[src/rtl/core/sfir_pkg.sv]
// shared types, constants and coefficient table of the symmetric fir filter
package sfir_pkg;

    // sample and arithmetic widths
    localparam int SAMPLE_WIDTH    = 16;
    localparam int COEF_WIDTH      = 16;
    localparam int COEF_FRAC_BITS  = 15;
    localparam int SUM_WIDTH       = SAMPLE_WIDTH + 1;
    localparam int PROD_WIDTH      = SUM_WIDTH + COEF_WIDTH;
    localparam int ACC_WIDTH       = 40;
    localparam int NUM_COEFS       = 25;
    localparam int COEF_IDX_WIDTH  = 8;
    localparam int DELAY_DEPTH_DEF = 49;

    typedef logic signed [SAMPLE_WIDTH-1:0] t_sample;
    typedef logic signed [COEF_WIDTH-1:0]   t_coef;

    // sequencer states
    typedef enum logic [1:0] {
        ST_IDLE,
        ST_RUN,
        ST_DRAIN
    } t_ctrl_state;

    // one tap-pair step handed from the sequencer to the datapath
    typedef struct packed {
        logic                      valid;
        logic                      first;
        logic                      last;
        logic                      use_x0;
        logic                      keep_a;
        logic                      keep_b;
        logic [COEF_IDX_WIDTH-1:0] coef_idx;
    } t_step;

    // low-pass coefficients in q1.15, zero beyond the listed half
    function automatic t_coef coef_value(input logic [COEF_IDX_WIDTH-1:0] idx);
        t_coef c;
        case (idx)
            8'd0:    c = -16'sd732;
            8'd1:    c = 16'sd1;
            8'd2:    c = 16'sd16;
            8'd3:    c = 16'sd41;
            8'd4:    c = 16'sd77;
            8'd5:    c = 16'sd123;
            8'd6:    c = 16'sd178;
            8'd7:    c = 16'sd242;
            8'd8:    c = 16'sd315;
            8'd9:    c = 16'sd396;
            8'd10:   c = 16'sd484;
            8'd11:   c = 16'sd577;
            8'd12:   c = 16'sd673;
            8'd13:   c = 16'sd773;
            8'd14:   c = 16'sd873;
            8'd15:   c = 16'sd972;
            8'd16:   c = 16'sd1067;
            8'd17:   c = 16'sd1157;
            8'd18:   c = 16'sd1242;
            8'd19:   c = 16'sd1317;
            8'd20:   c = 16'sd1382;
            8'd21:   c = 16'sd1436;
            8'd22:   c = 16'sd1478;
            8'd23:   c = 16'sd1506;
            8'd24:   c = 16'sd1520;
            default: c = '0;
        endcase
        return c;
    endfunction

endpackage

[src/rtl/core/sfir_mem.sv]
// delay line storage: one write port and two registered read ports
module sfir_mem #(
    parameter int  DEPTH = sfir_pkg::DELAY_DEPTH_DEF,
    localparam int AW    = $clog2(DEPTH)
) (
    input  logic                  i_clk,
    input  logic                  i_we,
    input  logic [AW-1:0]         i_wr_addr,
    input  sfir_pkg::t_sample     i_wr_data,
    input  logic [AW-1:0]         i_rd_addr_a,
    input  logic [AW-1:0]         i_rd_addr_b,
    output sfir_pkg::t_sample     o_rd_data_a,
    output sfir_pkg::t_sample     o_rd_data_b
);

    sfir_pkg::t_sample r_mem [DEPTH];
    sfir_pkg::t_sample r_rd_a;
    sfir_pkg::t_sample r_rd_b;

    // write port
    always_ff @(posedge i_clk) begin
        if (i_we) begin
            r_mem[i_wr_addr] <= i_wr_data;
        end
    end

    // two registered read ports
    always_ff @(posedge i_clk) begin
        r_rd_a <= r_mem[i_rd_addr_a];
        r_rd_b <= r_mem[i_rd_addr_b];
    end

    assign o_rd_data_a = r_rd_a;
    assign o_rd_data_b = r_rd_b;

endmodule

[src/rtl/core/sfir_ctrl.sv]
// sequencer: takes an item, walks the mirrored tap pairs, writes the new sample
module sfir_ctrl #(
    parameter int  DELAY_DEPTH = sfir_pkg::DELAY_DEPTH_DEF,
    localparam int PTR_W       = $clog2(DELAY_DEPTH)
) (
    input  logic                  i_clk,
    input  logic                  i_rst_n,
    input  logic                  i_in_valid,
    input  sfir_pkg::t_sample     i_sample_in,
    output logic                  o_in_stall,
    output sfir_pkg::t_sample     o_x0,
    output logic [PTR_W-1:0]      o_rd_addr_a,
    output logic [PTR_W-1:0]      o_rd_addr_b,
    output logic                  o_we,
    output logic [PTR_W-1:0]      o_wr_addr,
    output sfir_pkg::t_sample     o_wr_data,
    output sfir_pkg::t_step       o_step,
    input  logic                  i_done
);

    localparam int         NUM_STEPS = DELAY_DEPTH / 2 + 1;
    localparam int         K_W       = $clog2(NUM_STEPS);
    localparam bit         MID_ALONE = (DELAY_DEPTH % 2) == 0;
    localparam [K_W-1:0]   LAST_K    = K_W'(NUM_STEPS - 1);
    localparam [K_W-1:0]   WRITE_K   = K_W'(1);
    localparam [PTR_W-1:0] LAST_PTR  = PTR_W'(DELAY_DEPTH - 1);

    sfir_pkg::t_ctrl_state r_state, n_state;
    logic [K_W-1:0]        r_k, n_k;
    logic [PTR_W-1:0]      r_pa, n_pa;
    logic [PTR_W-1:0]      r_pb, n_pb;
    logic [PTR_W-1:0]      r_wp, n_wp;
    logic                  r_wrapped, n_wrapped;
    sfir_pkg::t_sample     r_x0, n_x0;

    // control registers
    always_ff @(posedge i_clk) begin
        if (!i_rst_n) begin
            r_state   <= sfir_pkg::ST_IDLE;
            r_k       <= '0;
            r_pa      <= '0;
            r_pb      <= '0;
            r_wp      <= '0;
            r_wrapped <= 1'b0;
        end else begin
            r_state   <= n_state;
            r_k       <= n_k;
            r_pa      <= n_pa;
            r_pb      <= n_pb;
            r_wp      <= n_wp;
            r_wrapped <= n_wrapped;
        end
    end

    // held input sample
    always_ff @(posedge i_clk) begin
        r_x0 <= n_x0;
    end

    // next state and step issue
    always_comb begin
        n_state   = r_state;
        n_k       = r_k;
        n_pa      = r_pa;
        n_pb      = r_pb;
        n_wp      = r_wp;
        n_wrapped = r_wrapped;
        n_x0      = r_x0;
        o_step    = '0;
        o_we      = 1'b0;
        case (r_state)
            sfir_pkg::ST_IDLE: begin
                if (i_in_valid) begin
                    n_state = sfir_pkg::ST_RUN;
                    n_k     = '0;
                    n_pa    = r_wp;
                    n_pb    = r_wp;
                    n_x0    = i_sample_in;
                end
            end
            sfir_pkg::ST_RUN: begin
                o_step.valid    = 1'b1;
                o_step.first    = (r_k == '0);
                o_step.last     = (r_k == LAST_K);
                o_step.use_x0   = (r_k == '0);
                // entries not yet written since reset read as zero
                o_step.keep_a   = r_wrapped || (r_pa < r_wp);
                o_step.keep_b   = (r_wrapped || (r_pb < r_wp)) &&
                                  !(MID_ALONE && (r_k == LAST_K));
                o_step.coef_idx = sfir_pkg::COEF_IDX_WIDTH'(r_k);
                // oldest entry is read at the first step, overwritten after it
                o_we            = (r_k == WRITE_K);
                n_k             = r_k + K_W'(1);
                n_pa            = (r_pa == '0) ? LAST_PTR : r_pa - PTR_W'(1);
                n_pb            = (r_pb == LAST_PTR) ? '0 : r_pb + PTR_W'(1);
                if (r_k == LAST_K) begin
                    n_state = sfir_pkg::ST_DRAIN;
                    n_wp    = (r_wp == LAST_PTR) ? '0 : r_wp + PTR_W'(1);
                    if (r_wp == LAST_PTR) begin
                        n_wrapped = 1'b1;
                    end
                end
            end
            sfir_pkg::ST_DRAIN: begin
                if (i_done) begin
                    n_state = sfir_pkg::ST_IDLE;
                end
            end
            default: begin
                n_state = sfir_pkg::ST_IDLE;
            end
        endcase
    end

    assign o_in_stall  = (r_state != sfir_pkg::ST_IDLE);
    assign o_x0        = r_x0;
    assign o_rd_addr_a = r_pa;
    assign o_rd_addr_b = r_pb;
    assign o_wr_addr   = r_wp;
    assign o_wr_data   = r_x0;

endmodule

[src/rtl/core/sfir_mac.sv]
// datapath: pre-add of a pair, coefficient multiply, accumulate, round and saturate
module sfir_mac (
    input  logic                  i_clk,
    input  logic                  i_rst_n,
    input  sfir_pkg::t_step       i_step,
    input  sfir_pkg::t_sample     i_x0,
    input  sfir_pkg::t_sample     i_rd_data_a,
    input  sfir_pkg::t_sample     i_rd_data_b,
    input  logic                  i_out_stall,
    output logic                  o_out_valid,
    output sfir_pkg::t_sample     o_sample_out,
    output logic                  o_done
);

    localparam int SW  = sfir_pkg::SAMPLE_WIDTH;
    localparam int AW  = sfir_pkg::ACC_WIDTH;
    localparam int FB  = sfir_pkg::COEF_FRAC_BITS;
    localparam logic signed [AW-1:0] ROUND_HALF = AW'(1) <<< (FB - 1);
    localparam logic signed [AW-1:0] SAT_MAX    = AW'((1 << (SW - 1)) - 1);
    localparam logic signed [AW-1:0] SAT_MIN    = -SAT_MAX - AW'(1);

    sfir_pkg::t_step                            r_s1;
    logic                                       r_s2_valid, r_s2_first, r_s2_last;
    logic                                       r_s3_valid, r_s3_first, r_s3_last;
    logic signed [sfir_pkg::SUM_WIDTH-1:0]      r_sum, n_sum;
    sfir_pkg::t_coef                            r_coef;
    logic signed [sfir_pkg::PROD_WIDTH-1:0]     r_prod, n_prod;
    logic signed [AW-1:0]                       r_acc, n_acc;
    logic                                       r_acc_done;
    logic signed [AW-1:0]                       n_biased, n_shifted;
    sfir_pkg::t_sample                          r_rnd, n_rnd;
    logic                                       r_rnd_valid;
    sfir_pkg::t_sample                          r_out;
    logic                                       r_out_valid;
    sfir_pkg::t_sample                          n_a, n_b;
    logic                                       n_move;

    // step control follows the memory read latency and the datapath stages
    always_ff @(posedge i_clk) begin
        if (!i_rst_n) begin
            r_s1        <= '0;
            r_s2_valid  <= 1'b0;
            r_s2_first  <= 1'b0;
            r_s2_last   <= 1'b0;
            r_s3_valid  <= 1'b0;
            r_s3_first  <= 1'b0;
            r_s3_last   <= 1'b0;
            r_acc_done  <= 1'b0;
            r_rnd_valid <= 1'b0;
            r_out_valid <= 1'b0;
        end else begin
            r_s1        <= i_step;
            r_s2_valid  <= r_s1.valid;
            r_s2_first  <= r_s1.first;
            r_s2_last   <= r_s1.last;
            r_s3_valid  <= r_s2_valid;
            r_s3_first  <= r_s2_first;
            r_s3_last   <= r_s2_last;
            r_acc_done  <= r_s3_valid && r_s3_last;
            if (r_acc_done) begin
                r_rnd_valid <= 1'b1;
            end else if (n_move) begin
                r_rnd_valid <= 1'b0;
            end
            if (n_move) begin
                r_out_valid <= 1'b1;
            end else if (!i_out_stall) begin
                r_out_valid <= 1'b0;
            end
        end
    end

    // pair pre-add with masking of unwritten entries
    always_comb begin
        n_a   = r_s1.use_x0 ? i_x0 : (r_s1.keep_a ? i_rd_data_a : '0);
        n_b   = r_s1.keep_b ? i_rd_data_b : '0;
        n_sum = sfir_pkg::SUM_WIDTH'(n_a) + sfir_pkg::SUM_WIDTH'(n_b);
    end

    // coefficient multiply
    always_comb begin
        n_prod = sfir_pkg::PROD_WIDTH'(r_sum) * sfir_pkg::PROD_WIDTH'(r_coef);
    end

    // accumulate, restarting at the first pair of an item
    always_comb begin
        n_acc = r_s3_first ? AW'(r_prod) : r_acc + AW'(r_prod);
    end

    // round half up then saturate to the sample range
    always_comb begin
        n_biased  = r_acc + ROUND_HALF;
        n_shifted = n_biased >>> FB;
        if (n_shifted > SAT_MAX) begin
            n_rnd = SW'(SAT_MAX);
        end else if (n_shifted < SAT_MIN) begin
            n_rnd = SW'(SAT_MIN);
        end else begin
            n_rnd = SW'(n_shifted);
        end
    end

    // result moves to the output register once it is free
    assign n_move = r_rnd_valid && (!r_out_valid || !i_out_stall);

    // datapath registers
    always_ff @(posedge i_clk) begin
        r_sum  <= n_sum;
        r_coef <= sfir_pkg::coef_value(r_s1.coef_idx);
        r_prod <= n_prod;
        if (r_s3_valid) begin
            r_acc <= n_acc;
        end
        if (r_acc_done) begin
            r_rnd <= n_rnd;
        end
        if (n_move) begin
            r_out <= r_rnd;
        end
    end

    assign o_out_valid  = r_out_valid;
    assign o_sample_out = r_out;
    assign o_done       = n_move;

endmodule

[src/rtl/core/symmetric_fir_filter.sv]
// top level of the symmetric linear-phase low-pass fir filter
//
//  channel   direction  handshake                  payload
//  input     in         i_in_valid / o_in_stall    i_sample_in  (signed q1.15)
//  output    out        o_out_valid / i_out_stall  o_sample_out (signed q1.15)
//
// an item runs one tap pair per cycle from its acceptance, then read, multiply, accumulate
// and round; the next item is accepted once its result has entered the output register
// reset clears the sequencer, the write pointer and the fill flag; unwritten delay line
// entries read as zero, so no clearing pass is needed
// a finished item waits in the output register while the next item runs; a new result
// is held back only while that register is still stalled
module symmetric_fir_filter #(
    parameter int DELAY_DEPTH = sfir_pkg::DELAY_DEPTH_DEF
) (
    input  logic                                    i_clk,
    input  logic                                    i_rst_n,
    input  logic                                    i_in_valid,
    input  logic signed [sfir_pkg::SAMPLE_WIDTH-1:0] i_sample_in,
    output logic                                    o_in_stall,
    output logic                                    o_out_valid,
    output logic signed [sfir_pkg::SAMPLE_WIDTH-1:0] o_sample_out,
    input  logic                                    i_out_stall
);

    localparam int PTR_W = $clog2(DELAY_DEPTH);

    sfir_pkg::t_sample w_x0;
    sfir_pkg::t_sample w_rd_data_a;
    sfir_pkg::t_sample w_rd_data_b;
    sfir_pkg::t_sample w_wr_data;
    logic [PTR_W-1:0]  w_rd_addr_a;
    logic [PTR_W-1:0]  w_rd_addr_b;
    logic [PTR_W-1:0]  w_wr_addr;
    logic              w_we;
    sfir_pkg::t_step   w_step;
    logic              w_done;

    // sequencer
    sfir_ctrl #(
        .DELAY_DEPTH (DELAY_DEPTH)
    ) u_ctrl (
        .i_clk       (i_clk),
        .i_rst_n     (i_rst_n),
        .i_in_valid  (i_in_valid),
        .i_sample_in (i_sample_in),
        .o_in_stall  (o_in_stall),
        .o_x0        (w_x0),
        .o_rd_addr_a (w_rd_addr_a),
        .o_rd_addr_b (w_rd_addr_b),
        .o_we        (w_we),
        .o_wr_addr   (w_wr_addr),
        .o_wr_data   (w_wr_data),
        .o_step      (w_step),
        .i_done      (w_done)
    );

    // delay line
    sfir_mem #(
        .DEPTH (DELAY_DEPTH)
    ) u_mem (
        .i_clk       (i_clk),
        .i_we        (w_we),
        .i_wr_addr   (w_wr_addr),
        .i_wr_data   (w_wr_data),
        .i_rd_addr_a (w_rd_addr_a),
        .i_rd_addr_b (w_rd_addr_b),
        .o_rd_data_a (w_rd_data_a),
        .o_rd_data_b (w_rd_data_b)
    );

    // multiply-accumulate datapath and output register
    sfir_mac u_mac (
        .i_clk        (i_clk),
        .i_rst_n      (i_rst_n),
        .i_step       (w_step),
        .i_x0         (w_x0),
        .i_rd_data_a  (w_rd_data_a),
        .i_rd_data_b  (w_rd_data_b),
        .i_out_stall  (i_out_stall),
        .o_out_valid  (o_out_valid),
        .o_sample_out (o_sample_out),
        .o_done       (w_done)
    );

`ifndef SYNTHESIS
    // an accepted item blocks the input in the next cycle
    a_accept_blocks: assert property (@(posedge i_clk) disable iff (!i_rst_n)
        (i_in_valid && !o_in_stall) |=> o_in_stall)
        else $error("input not blocked after an item was accepted");

    // tap steps are issued only while an item is in flight
    a_step_in_flight: assert property (@(posedge i_clk) disable iff (!i_rst_n)
        w_step.valid |-> o_in_stall)
        else $error("tap step issued with no item in flight");

    // the delay line is written only during a tap step, never at the first one
    a_write_in_step: assert property (@(posedge i_clk) disable iff (!i_rst_n)
        w_we |-> (w_step.valid && !w_step.first))
        else $error("delay line written outside the tap walk");

    // a result is handed over only for an item still in flight
    a_done_in_flight: assert property (@(posedge i_clk) disable iff (!i_rst_n)
        w_done |-> (o_in_stall && !w_step.valid))
        else $error("result handed over with no item in flight");
`endif

endmodule

[config.mk]
export PLATFORM = sky130hd
export DESIGN_NAME = symmetric_fir_filter
export DESIGN_NICKNAME = d
export VERILOG_FILES = /design/src/rtl/core/sfir_pkg.sv /design/src/rtl/core/sfir_mem.sv /design/src/rtl/core/sfir_ctrl.sv /design/src/rtl/core/sfir_mac.sv /design/src/rtl/core/symmetric_fir_filter.sv
export SDC_FILE = /design/constraint.sdc
export NUM_CORES = 2
export LEC_CHECK = 0
export ABC_AREA = 0
export BUFFER_PORTS_ARGS = -buffer_cell sky130_fd_sc_hd__buf_2
export CORE_ASPECT_RATIO = 1.5
export CORE_MARGIN = 2
export CORE_UTILIZATION = 58
export CTS_CLUSTER_DIAMETER = 50
export CTS_CLUSTER_SIZE = 14
export DETAILED_ROUTE_END_ITERATION = 10
export PLACE_DENSITY_LB_ADDON = 0.05
export SLEW_MARGIN = 20
export SYNTH_ARGS = -nofsm -noshare
export SYNTH_HDL_FRONTEND = slang
export SYNTH_SLANG_ARGS = --single-unit
[constraint.sdc]
create_clock -name i_clk -period 5.4 [get_ports i_clk]
set_input_delay 0.54 -clock i_clk [delete_from_list [all_inputs] [get_ports i_clk]]
set_output_delay 0.54 -clock i_clk [all_outputs]
set_load 0.1 [all_outputs]
==> flow_metrics.env <==
export IMPL_outcome="finished, violations left"
export IMPL_violations="setup timing"
export IMPL_syn_to_final_growth_pct=12.6
export IMPL_die_w_um=260
export IMPL_dpl_instance_area_um2=60600
export IMPL_ys_flop_type="edfxtp_1"
export IMPL_finalNetCount=4419
export IMPL_n_fill_cell=6931
export IMPL_max_cap_viol_count=0
export IMPL_io_buffers=37
export IMPL_async_flop_share_pct=0
export IMPL_cpPeakStageDelay_ps=530
export IMPL_synthCells=3733
export IMPL_synth_nets=4190
export IMPL_leakagePower_nw=22.8
export IMPL_worstPathArrival_ps=6310
export IMPL_cpMostUsedCell="fa_1"
export IMPL_min_path_type="primary input to flip-flop"
export IMPL_wl_per_cell_um=30.4
export IMPL_rsz0062_at_grt="true"
export IMPL_grt_pass1_wl_um=236000
export IMPL_worstPathRequired_ps=5990
export IMPL_synth_distinct_cells=80
export IMPL_skew_ps=30.6
export IMPL_critical_path_buf_inv_count=5
export IMPL_yosysSeqAreaShare_pct=50.7
export IMPL_dr_pass1_iters=5
export IMPL_final_cells=5314
export IMPL_clkLatencyLatePin_ps=690
export IMPL_initial_core_util_pct=58.2
export IMPL_drc=0
export IMPL_worstHoldStart="i_sample_in[5]"
export IMPL_vias_per_cell=6.52
export IMPL_path_cells="buf_6 -> and2_4 -> fa_1 -> inv_1 -> fa_1 -> fa_1 -> inv_1 -> fa_1 -> fa_1 -> inv_1 -> fa_1 -> inv_2 -> ha_4 -> a2111o_1 -> nor2_1 -> nor2_1 -> o21a_2 -> a31o_4 -> a311o_1 -> a21oi_2 -> xnor2_1"
export IMPL_hpwl_um=110000
export IMPL_syn_area_per_cell_um2=15.3
export IMPL_fmax_ghz=0.175
export IMPL_period_share_pct=106
export IMPL_grt_pass1_vias=37107
export IMPL_grt_max_degree=75
export IMPL_core_area_um2=98100
export IMPL_crit_family="adder cells"
export IMPL_drt_iter0_drc=3219
export IMPL_vias=34668
export IMPL_synth_top_area_cell="edfxtp_1"
export IMPL_antenna_left=0
export IMPL_finalHoldViolations=0
export IMPL_fin_area_um2=64300
export IMPL_startpoint_type="flip-flop"
export IMPL_min_period_ps=5730
export IMPL_critPathKind="flip-flop to flip-flop"
export IMPL_drive_above_1_share_pct=29.3
export IMPL_rows=141
export IMPL_finalMaxSlewViolations=0
export IMPL_clkSinkCount=1011
export IMPL_die_y_um=388
export IMPL_peakVddDrop_v=0.000371
export IMPL_r2r_start="u_mac.r_sum[14]"
export IMPL_dp_cells=5121
export IMPL_num_io_pins=38
export IMPL_cp_max_fo=6
export IMPL_gp_congestion=0.908
export IMPL_maxSlewHeadroom_pct=26.1
export IMPL_cts_root_buffer="clkbuf_16"
export IMPL_setup_viol=12
export IMPL_dieArea_um2=101000
export IMPL_r2r_setup_slack_ps=-330
export IMPL_ff2ff_path_depth=21
export IMPL_grt_use_total_pct=32.8
export IMPL_synth_area_leaders="edfxtp_1 46%, mux4_2 20%, fa_1 9.4%, dfxtp_1 4.9%, ha_1 3.7%"
export IMPL_setup_slack_ps=-327
export IMPL_critPathCaptureType="flip-flop"
export IMPL_worst_slew_pin_slew_ps=1110
export IMPL_antenna_found_initial=3
export IMPL_r2r_end="u_mac.r_prod[31]"
export IMPL_netlist_area_um2=57100
export IMPL_cts_tree="yes"
export IMPL_cts_max_path_buffers=3
export IMPL_ys_seq_elements=1011
export IMPL_wl_um=162000
export IMPL_worstHoldPathCells=1
export IMPL_power_w=0.0259
export IMPL_cts_buffers=92
export IMPL_cts_max_level=3
export IMPL_hold_path_endpoint="u_ctrl.o_wr_data[5]"
export IMPL_synth_edff_count=872
export IMPL_yosysWarningCount=0
export IMPL_pwr_density_cell_nw_per_um2=403
export IMPL_slowest_stage="fa_1"
export IMPL_clkTransAtPathRegs_ps=60
export IMPL_overflow=0
export IMPL_yosys_area_top_type_share_pct=45.9
-- state kept, by name, indices dropped and copies added (netlist names), 2 cells and up --
name,cells
u_mem.r_mem,784
u_mac.r_acc,40
u_mac.r_prod,33
u_mac.r_sum,17
u_ctrl.o_wr_data,16
u_mac.o_sample_out,16
u_mac.r_rnd,16
u_mem.o_rd_data_a,16
u_mem.o_rd_data_b,16
u_mac.r_coef,12
u_mac.r_s1,10
u_ctrl.o_rd_addr_a,6
u_ctrl.o_rd_addr_b,6
u_ctrl.o_wr_addr,6
u_ctrl.r_k,5
u_ctrl.r_state,2
-- timing repair --
| item | 4_1_cts | 5_1_grt |
|---|---|---|
| pin swaps | 28 | 43 |
| buffers inserted | 11 | 17 |
| endpoints found under the hold margin | 7 | 0 |
| hold buffers | 7 | 0 |
| setup endpoints to repair | 19 | 19 |
| resized for setup | 91 | 78 |
-- per-layer routing --
metal | track usage (%) | vias to the layer above | part of all wire [%]
met2 | 60.0 | 1466 | 55
met1 | 35.6 | 18211 | 32
met3 | 4.36 | 454 | 5.8
li1 | - | 14537 | -
met5 | 0 | - | 0
met4 | 20.4 | 0 | 7.3
-- logic make-up after synthesis --
group / count (synthesis) / synth area share (%)
DFF: 1011 / 50.7
muxes: 527 / 20.3
AOI/OAI and AO/OA: 396 / 4.50
and+or+nand+nor: 684 / 5.86
xor gates and xnor gates: 108 / 1.66
buffers and inverters: 569 / 3.80
adders and majority gates: 438 / 13.1
-- cell type report --
cell class,instances,area [µm²],share of cell area [%]
inverters,375,1410,2.19
multi-input cells,2153,26700,41.6
flip-flops and latches,1011,29100,45.2
clock inverters,29,338,0.526
diodes,2,5.00,0.00779
well taps,1287,1610,2.51
repair buffers,329,2670,4.15
clock buffers,128,2440,3.79
-- worst max-delay path by stage --
stage	start	endpoint	cells past startpoint
after floorplan	u_mac.r_coef[8]	u_mac.r_prod[31]	21
after global placement	u_mac.r_sum[8]	u_mac.r_prod[32]	20
after detailed placement	u_mac.r_sum[8]	u_mac.r_prod[32]	20
after CTS	u_mac.r_sum[14]	u_mac.r_prod[31]	21
after global routing	u_mac.r_coef[14]	u_mac.r_prod[32]	20
final	u_mac.r_sum[14]	u_mac.r_prod[31]	21
-- layout by cell type (no fill, tap or decap), types with 17 or more instances in the layout --
cell       count
dfxtp_1      102
a21oi_2       20
buf_4        254
edfxtp_1     872
clkbuf_16     92
and3_1        18
nor2_2        31
nor2_4        21
nor3_1        29
mux4_2       506
dfxtp_4       23
xor2_1        42
nand2_1      192
nand3_1       48
nand2b_1      25
o21ai_0       89
o21a_1        17
fa_1         251
ha_1         154
inv_2         19
clkbuf_1      36
buf_2         37
a21oi_1       91
inv_1        352
a21o_1        29
xnor2_1       60
mux2i_1       18
and2_1       131
nor2_1       104
-- Yosys cell counts (5+ instances only) --
library cell	number
nand3_1	48
a21oi_1	111
ha_1	170
buf_1	40
clkbuf_1	142
mux4_2	506
xor2_1	43
a31oi_1	10
dfxtp_1	139
xnor2_1	65
nand2b_1	25
o21ai_0	95
o22ai_1	7
o211a_1	6
nand2_1	201
nor3_1	34
and2_1	142
nor2b_1	13
a21o_1	29
or3_1	8
o21a_1	18
nor2_1	156
nor4_1	6
inv_1	371
o21ai_2	9
nand4_1	12
fa_1	267
a21boi_0	14
o21bai_1	15
mux2i_1	18
a31o_2	5
a211oi_1	10
a22o_1	16
o211ai_1	8
edfxtp_1	872
and3_1	18
o31ai_1	8
buf_2	10
-- through the flow --
step	hold slack, ps	TNS (ps)	setup slack, ps	util (%)
2_1_floorplan	400	-20.0	-20.0	-
3_3_place_gp	402	-5210	-516	61.8
3_5_place_dp	405	-6270	-656	61.8
4_1_cts	1.72	-1160	-296	65.1
5_1_grt	12.6	-4440	-483	65.5
6_report	34.6	-1630	-327	65.5
-- worst reg2reg max path, cell delays in order (launching register included) --
cell and delay (ps):
dfxtp_4 380, buf_6 130, and2_4 150, fa_1 520, inv_1 50, fa_1 480, fa_1 530, inv_1 60
fa_1 460, fa_1 490, inv_1 50, fa_1 490, inv_2 50, ha_4 210, a2111o_1 440, nor2_1 110
nor2_1 50, o21a_2 140, a31o_4 240, a311o_1 330, a21oi_2 140, xnor2_1 130
-- where the power goes --
group          total (W)  leakage [nW]  internal [W]  switching, W
clock network    0.00628          1.33       0.00333       0.00295
registers        0.00913          9.01       0.00884      0.000291
logic             0.0105          12.5       0.00505       0.00544
No activity file was read; power rests on OpenSTA's default activity.
